--- src/design/ntg_pkg.sv ---
// shared types, constants and constant tables of the note tone generator
// no dependencies
package ntg_pkg;

    localparam int AUDIO_RATE_HZ     = 22050;
    localparam int PHASE_BITS        = 24;
    localparam int SINE_TABLE_DEPTH  = 1024;
    localparam int DECAY_TABLE_DEPTH = 256;
    localparam int SINE_ADDR_BITS    = $clog2(SINE_TABLE_DEPTH);
    localparam int DECAY_ADDR_BITS   = $clog2(DECAY_TABLE_DEPTH);

    // duration to sample count: ms * 22050 / 1000 = ((ms * 441) >> 2) / 5
    localparam logic [8:0]  RATE_MUL    = 9'd441;
    localparam logic [23:0] RECIP_FIVE  = 24'd13421772;   // floor(2^26 / 5)
    localparam int          RECIP_SHIFT = 26;

    // attack ramp saturates from this sample index on
    localparam logic [20:0] ATTACK_END  = 21'd177;
    localparam logic [15:0] UNITY_Q15   = 16'h8000;
    localparam logic [21:0] REL_SCALE   = 22'd3276800;

    typedef enum logic [1:0] {
        SHAPE_SINE      = 2'd0,
        SHAPE_TRI       = 2'd1,
        SHAPE_PULSE     = 2'd2,
        SHAPE_PULSE_ALT = 2'd3
    } wave_t;

    typedef enum logic [0:0] {
        REG_WAVEFORM = 1'b0,
        REG_VOLUME   = 1'b1
    } cfg_reg_t;

    typedef enum logic [0:0] {
        KIND_START = 1'b0,
        KIND_TICK  = 1'b1
    } kind_t;

    typedef struct packed {
        logic        kind;
        logic [6:0]  midi_note;
        logic [15:0] duration_ms;
    } in_word_t;

    typedef struct packed {
        logic signed [15:0] sample;
        logic               note_end;
    } out_word_t;

    typedef enum logic [2:0] {
        MUL_NONE,
        MUL_ATK_DEC,
        MUL_REL,
        MUL_OSC,
        MUL_VOL
    } mul_op_t;

    typedef enum logic [3:0] {
        S_IDLE,
        S_START,
        S_DIV_DEC,
        S_DEC,
        S_DIV_REL,
        S_MUL_ATK,
        S_MUL_REL,
        S_MUL_OSC,
        S_MUL_VOL,
        S_WRITE
    } state_t;

    typedef struct packed {
        logic    start_load;
        logic    start_finish;
        logic    tick_begin;
        logic    div_step;
        logic    dec_load;
        mul_op_t mul_op;
        logic    write;
    } ntg_cmd_t;

    typedef struct packed {
        logic active;
        logic rest;
        logic rel_needed;
        logic out_busy;
    } ntg_status_t;

    typedef logic [15:0] sine_tab_t  [0:256];
    typedef logic [15:0] decay_tab_t [0:DECAY_TABLE_DEPTH-1];
    typedef logic [15:0] atk_tab_t   [0:255];
    typedef logic [PHASE_BITS-1:0] step_tab_t [0:127];

    localparam longint unsigned Q30_ONE = 64'd1073741824;

    // shift and subtract quotient, used only while building the tables
    function automatic longint unsigned udiv64(longint unsigned a, longint unsigned b);
        longint unsigned q;
        longint unsigned r;
        q = '0;
        r = '0;
        for (int bit_i = 63; bit_i >= 0; bit_i--) begin
            r = {r[62:0], a[bit_i]};
            if (r >= b) begin
                r = r - b;
                q[bit_i] = 1'b1;
            end
        end
        return q;
    endfunction

    // sin(a), a in [0, pi/2], Q30 series
    function automatic longint unsigned sin_q30(longint unsigned a);
        longint unsigned s;
        longint unsigned t;
        longint unsigned dv;
        s = a;
        t = a;
        for (int n = 1; n < 20; n++) begin
            if (t != 0) begin
                t = (((t * a) >> 30) * a) >> 30;
                dv = longint'(2 * n) * longint'(2 * n + 1);
                t = udiv64(t, dv);
                if ((n & 1) != 0) s = s - t;
                else s = s + t;
            end
        end
        return s;
    endfunction

    // exp(-x), x in [0, 4], Q30 series then four squarings
    function automatic longint unsigned exp_neg_q30(longint unsigned x);
        longint unsigned y;
        longint unsigned s;
        longint unsigned t;
        y = x >> 4;
        s = Q30_ONE;
        t = Q30_ONE;
        for (int n = 1; n < 20; n++) begin
            if (t != 0) begin
                t = udiv64((t * y) >> 30, longint'(n));
                if ((n & 1) != 0) s = s - t;
                else s = s + t;
            end
        end
        for (int k = 0; k < 4; k++) s = (s * s) >> 30;
        return s;
    endfunction

    // quarter wave of the sine, entries 0 to a quarter cycle inclusive
    function automatic sine_tab_t build_sine();
        sine_tab_t       tab;
        longint unsigned v;
        for (int j = 0; j <= 256; j++) begin
            v = (sin_q30((longint'(4 * j) * 64'd1686629713) >> SINE_ADDR_BITS)
                 + 64'd16384) >> 15;
            tab[j] = v[15:0];
        end
        return tab;
    endfunction

    function automatic decay_tab_t build_decay();
        decay_tab_t      tab;
        longint unsigned x;
        longint unsigned e;
        longint unsigned d;
        for (int k = 0; k < DECAY_TABLE_DEPTH; k++) begin
            x = longint'(k) << (32 - DECAY_ADDR_BITS);
            e = exp_neg_q30(x);
            d = 64'd483183821 + ((e * 64'd590558003) >> 30);
            d = (d + 64'd16384) >> 15;
            tab[k] = d[15:0];
        end
        return tab;
    endfunction

    function automatic atk_tab_t build_attack();
        atk_tab_t        tab;
        longint unsigned a;
        for (int i = 0; i < 256; i++) begin
            a = udiv64(longint'(i) * 64'd125 * 64'd32768, longint'(AUDIO_RATE_HZ));
            if (a > 64'd32768) a = 64'd32768;
            tab[i] = a[15:0];
        end
        return tab;
    endfunction

    // note m = 12 * octave + semitone
    function automatic step_tab_t build_step();
        step_tab_t       tab;
        longint unsigned base [0:11];
        longint unsigned num;
        longint unsigned den;
        longint unsigned st;
        int              m;
        base = '{64'd535809, 64'd567670, 64'd601425, 64'd637188, 64'd675077, 64'd715219,
                 64'd757749, 64'd802807, 64'd850544, 64'd901120, 64'd954703, 64'd1011473};
        den = longint'(AUDIO_RATE_HZ) << 16;
        for (int q = 0; q < 11; q++) begin
            for (int r = 0; r < 12; r++) begin
                m = 12 * q + r;
                if (m < 128) begin
                    st = 0;
                    if (m != 0) begin
                        num = (base[r] << q) << PHASE_BITS;
                        st  = udiv64(num + (den >> 1), den);
                    end
                    tab[m] = st[PHASE_BITS-1:0];
                end
            end
        end
        return tab;
    endfunction

    localparam sine_tab_t  SINE_TAB   = build_sine();
    localparam decay_tab_t DECAY_TAB  = build_decay();
    localparam atk_tab_t   ATTACK_TAB = build_attack();
    localparam step_tab_t  STEP_TAB   = build_step();

endpackage

--- src/design/ntg_ctrl.sv ---
// sequencer of the note tone generator: accepts words, steps the datapath
// depends on ntg_pkg
module ntg_ctrl
    import ntg_pkg::*;
(
    input  logic        clk,
    input  logic        rst_n,
    input  logic        in_valid,
    input  logic        in_kind,
    input  ntg_status_t status,
    output logic        in_stall,
    output ntg_cmd_t    cmd
);

    state_t     state_reg, state_next;
    logic [3:0] cnt_reg, cnt_next;

    always_ff @(posedge clk or negedge rst_n)
    begin
        if (!rst_n)
        begin
            state_reg <= S_IDLE;
            cnt_reg   <= '0;
        end
        else
        begin
            state_reg <= state_next;
            cnt_reg   <= cnt_next;
        end
    end

    always_comb
    begin
        state_next = state_reg;
        cnt_next   = cnt_reg;
        cmd        = '0;
        cmd.mul_op = MUL_NONE;
        in_stall   = (state_reg != S_IDLE);
        unique case (state_reg)
            S_IDLE:
            begin
                if (in_valid)
                begin
                    if (in_kind == KIND_START)
                    begin
                        cmd.start_load = 1'b1;
                        state_next     = S_START;
                    end
                    else if (status.active && !status.rest)
                    begin
                        cmd.tick_begin = 1'b1;
                        cnt_next       = 4'd7;
                        state_next     = S_DIV_DEC;
                    end
                    else
                    begin
                        state_next = S_WRITE;
                    end
                end
            end
            S_START:
            begin
                cmd.start_finish = 1'b1;
                state_next       = S_IDLE;
            end
            S_DIV_DEC:
            begin
                cmd.div_step = 1'b1;
                cnt_next     = cnt_reg - 4'd1;
                if (cnt_reg == 4'd0) state_next = S_DEC;
            end
            S_DEC:
            begin
                cmd.dec_load = 1'b1;
                cnt_next     = 4'd15;
                state_next   = status.rel_needed ? S_DIV_REL : S_MUL_ATK;
            end
            S_DIV_REL:
            begin
                cmd.div_step = 1'b1;
                cnt_next     = cnt_reg - 4'd1;
                if (cnt_reg == 4'd0) state_next = S_MUL_ATK;
            end
            S_MUL_ATK:
            begin
                cmd.mul_op = MUL_ATK_DEC;
                state_next = S_MUL_REL;
            end
            S_MUL_REL:
            begin
                cmd.mul_op = MUL_REL;
                state_next = S_MUL_OSC;
            end
            S_MUL_OSC:
            begin
                cmd.mul_op = MUL_OSC;
                state_next = S_MUL_VOL;
            end
            S_MUL_VOL:
            begin
                cmd.mul_op = MUL_VOL;
                state_next = S_WRITE;
            end
            S_WRITE:
            begin
                if (!status.out_busy)
                begin
                    cmd.write  = 1'b1;
                    state_next = S_IDLE;
                end
            end
            default:
            begin
                state_next = S_IDLE;
            end
        endcase
    end

endmodule

--- config.mk ---
export PLATFORM = sky130hd
export DESIGN_NAME = ntg_ctrl
export DESIGN_NICKNAME = d
export VERILOG_FILES = /design/src/design/ntg_pkg.sv /design/src/design/ntg_ctrl.sv
export SDC_FILE = /design/constraint.sdc
export NUM_CORES = 1
export LEC_CHECK = 0
export BUFFER_PORTS_ARGS = -buffer_cell sky130_fd_sc_hd__buf_4
export CORE_AREA = 4 4 41 43
export DETAILED_ROUTE_END_ITERATION = 7
export DIE_AREA = 0 0 45 47
export GPL_ROUTABILITY_DRIVEN = 0
export PLACE_DENSITY_LB_ADDON = 0.1
export REMOVE_ABC_BUFFERS = 1
export SLEW_MARGIN = 20
export SYNTH_ARGS = -nofsm -noshare
export SYNTH_HDL_FRONTEND = slang
export SYNTH_SLANG_ARGS = --single-unit
--- constraint.sdc ---
create_clock -name clk -period 2.4 [get_ports clk]
set_input_delay 0.48 -clock clk [delete_from_list [all_inputs] [get_ports clk]]
set_output_delay 0.48 -clock clk [all_outputs]
set_load 0.005 [all_outputs]
## Word level (Yosys, flattened, before mapping)

Cells that the tools add are included.

- Add/subtract/negate cells: 1
- Equality and inequality tests: 15
- Muxes and demuxes: 25
- Reduce and logical (&&, ||, !) cells: 9

Operator list:

| kind | number |
|---|---|
| 4-bit 2-to-1 mux | 9 |
| 4-bit case mux with 9 select lines | 1 |
| 4-bit by 3-bit == test with 1-bit output (second input constant) | 4 |
| 1-bit 2-to-1 mux | 13 |
| 2-bit != test (second input constant) | 6 |
| 3-bit case mux with 4 select lines | 1 |
| 4-bit case mux with 3 select lines | 1 |
| 4-bit by 2-bit == test with 1-bit output (second input constant) | 2 |
| 4-bit == test (second input constant) | 2 |
| 4-bit zero test | 2 |
| 4-bit AND reduction | 2 |
| 4-bit by 1-bit == test with 1-bit output (second input constant) | 1 |
| 4-bit nonzero test | 1 |
| 4-bit by 1-bit subtractor with 4-bit output (second input constant) | 1 |
| 3-bit nonzero test | 1 |
| 2-bit OR reduction | 1 |
| 1-bit logical AND | 1 |
| 1-bit zero test | 1 |

- Register bits: 8
- Bits of input ports: 8
- Output and inout port bits: 10
- Logic and storage cells: 52

## Longest topological paths before layout

- Depth in word-level cells: 6
- Mapped depth: 6
- Gate-level depth less buffers: 6

## Worst setup path before layout

Ideal clock, no wire load.

- Kind: register to output
- Start: reg state_reg[2]
- End: out cmd[6] (netlist name)
- Arrival: 1.007 ns
- Required time: 1.920 ns
- Setup slack: 0.913 ns
- Stages on the path, launching flop included: 5
- Buffers on the path: 1
- Path through: dfrtp_1 -> clkbuf_1 -> nor2_1 -> nand3_1 -> nor2_1

RTL lines:

| element | line | RTL |
|---|---|---|
| start: declaration | ntg_ctrl.sv:15 | `state_t state_reg, state_next;` |
| start signal: assignment | ntg_ctrl.sv:27 | `state_reg <= state_next;` |
| end: declaration | ntg_ctrl.sv:12 | `output ntg_cmd_t cmd` |

==> impl_results.md <==
* Full die area at 2120 um2
* Total negative slack at 0 ps
* Drt pass-1 iters at 3
* Internal cell power at 0.000551 W
* Comb pwr share at 56.0%
* IO Pins at 18
* Achievable frequency at 497 MHz
* DRT Wirelength at 1390 um
* Clock transition at path regs at 60 ps
* DP Worst Slack at 665 ps
* Area Growth Syn to Fin at 24.4%
* Layout cells sized above 1 at 26.1%
* Mapped cell area at 621 um2
* Seq/Total Area, Yosys at 32.3%
* Fin crit share at 83.9%
* Bufs and invs on worst path at 2
* Clk_skew at 2.40 ps
* CP Launch Type: flop
* Final Slew Violations at 0
* Vias at 599
* Initial DRC count at 6
* Synth unique cells at 31
* Pwr Density at 1310 nW/um2
* Starting Density at 47.7%
* Sequential share of power at 33.7%
* FP Rows at 13
* Clock Sinks at 8
* CP max FO at 16
* GR Overflow Total at 0
* Tmin final at 2010 ps
* Final Setup Violations at 0
* Largest net degree at the start of global routing at 17
* Worst-Margin Slew at 486 ps
* CTS H-tree lvls at 1
* Synthesis-stage register bit count at 8
* Yosys warning total at 0
* Vias in the first global route at 578
* P_leak at 0.361 nW
* Clk_lat worst skew at 250 ps
* Detailed placement HPWL at 1070 um
* First-pass GRT wire length at 2330 um
* Post-cts resize count at 0
* Vias/cell at 5.60
* Num CTS Buffers at 3
* Buffers on Ports at 17
* Final WS setup at 386 ps
* Main synth FF type: dfrtp_1
* Worst path arrival time at 1530 ps
* Drt wl/cell at 13.0 um
* DRC Markers at 0
* Tot Pwr at 0.00101 W
* Die Height at 47 um
* Hold Path Class: input pin to asynchronous set/reset pin
* Post-CTS setup repair buffer count at 0
* Outcome: finished clean
* Critical path's slowest cell: dfrtp_1
* Critical path's top delay family: flip-flops
* Initial antenna violation count at 0
* Critical path type: flop to primary output
* # hold bufs at CTS at 0
* Nets at 104
* Max IR drop VDD at 0.625 mV
* Normalized max-slew margin at 67.6%
* Sw power at 0.000463 W
* Clock Tree Buf Depth at 2
* Mapped Cells at 76
* Antenna cells at 0
* Final ANT Viol Nets at 0
* Core area at 1300 um2
* Mean Syn Cell Area at 8.17 um2
* Crit end category: primary output
* Fillers at 131
* Root Driver: clkbuf_4
* Sw Share at 45.7%
* Hold Vio Cnt, Final at 0
* Asr flop ratio synth at 100%
* GRT Util Overall at 15.8%
* Number of synthesized flops with an enable pin at 0
* Crit path cell chain: xnor2_1, nand2b_1, inv_2, buf_4
* Die W at 45 um
* Maxcap violations at 0
* RSZ-0062 raised after global routing: false
* CP max stage delay at 630 ps
* TritonCTS clock tree: yes
* Worst EP required at 1920 ps
* Clock power share at 10.3%
[area by class of cell]
| type | instances | area (um2) | share of cell area, % |
|---|---|---|---|
| Clock buffer | 3 | 22.5 | 2.92 |
| Inverter | 4 | 15.0 | 1.94 |
| Multi-Input combinational cell | 60 | 388 | 50.2 |
| Sequential cell | 8 | 200 | 25.9 |
| Tap cell | 15 | 18.8 | 2.43 |
| Timing Repair Buffer | 17 | 128 | 16.5 |
[placed cells by master, fill, tap and decap left out, types with 2 or more instances in the layout]
| cell type | instances |
|---|---|
| clkbuf_4 | 3 |
| nor3_1 | 5 |
| and3b_1 | 2 |
| nand2b_1 | 5 |
| ha_1 | 2 |
| nand4b_1 | 2 |
| a21oi_1 | 4 |
| nor2_1 | 12 |
| nand2_1 | 3 |
| o21ai_1 | 5 |
| dfrtp_1 | 8 |
| buf_4 | 17 |
| o21ai_0 | 2 |
| nand3_1 | 2 |
| inv_1 | 3 |
| nor3b_1 | 2 |
[metrics by stage]
| stage | cell area [um2] | cells | hold WS [ps] | util, % |
|---|---|---|---|---|
| after floorplan | 603 | 72 | 184 | - |
| after CTS | 772 | 107 | 32.1 | 59.3 |
| final | 772 | 107 | 31.6 | 59.3 |
| after detailed placement | 749 | 104 | 305 | 57.6 |
| after global routing | 772 | 107 | 32.4 | 59.3 |
| after global placement | 749 | 104 | 303 | 57.6 |
[logic make-up (layout without fill, tap and decap cells)]
logic type | count (synthesis) | count (layout) | share of synthesized area [%]
DFF | 8 | 8 | 32.3
xor gates and xnor gates | 2 | 2 | 2.82
buffers and inverters | 8 | 24 | 5.24
and+or+nand+nor | 37 | 37 | 32.1
muxes | 1 | 1 | 2.42
AOI/OAI and AO/OA | 18 | 18 | 21.2
adders and majority gates | 2 | 2 | 4.03
[cells in the mapped netlist, types with 2 or more instances]
cell type | number | area, um2
nor2_1 | 12 | 45.0
dfrtp_1 | 8 | 200
nand2b_1 | 5 | 31.3
nor3_1 | 5 | 25.0
o21ai_1 | 5 | 25.0
a21oi_1 | 4 | 20.0
inv_1 | 3 | 11.3
nand2_1 | 3 | 11.3
and3b_1 | 2 | 17.5
buf_2 | 2 | 10.0
clkbuf_1 | 2 | 7.51
ha_1 | 2 | 25.0
nand3_1 | 2 | 10.0
nand4b_1 | 2 | 17.5
nor3b_1 | 2 | 15.0
o21ai_0 | 2 | 10.0
[path summary, 6_finish.rpt]
kind,start,endpoint,slack [ps],cells after the start
worst max-delay path,state_reg[2],cmd[5],390,4
worst min-delay path,rst_n,state_reg[2],30,1
worst max register to register,state_reg[1],cnt_reg[3],680,4
worst min register to register,cnt_reg[0],cnt_reg[0],490,1
max in group asynchronous,rst_n,state_reg[0],2240,1
min in group clk,status[0],state_reg[3],470,3
[power groups by stage]
stage	Clock [W]	Combinational [W]	Sequential (W)
2_1_floorplan	0	0.000410	0.000306
5_1_grt	0.000111	0.000649	0.000356
3_3_place_gp	0	0.000557	0.000340
3_5_place_dp	0	0.000574	0.000343
4_1_cts	0.000106	0.000576	0.000340
6_report	0.000105	0.000568	0.000341
[layer usage]
metal	track usage, %	wire (um)
met4	12.3	51
met2	26.3	669
met5	0	0
met3	3.83	49
met1	17.4	624
No activity file was read; power rests on OpenSTA's default activity.
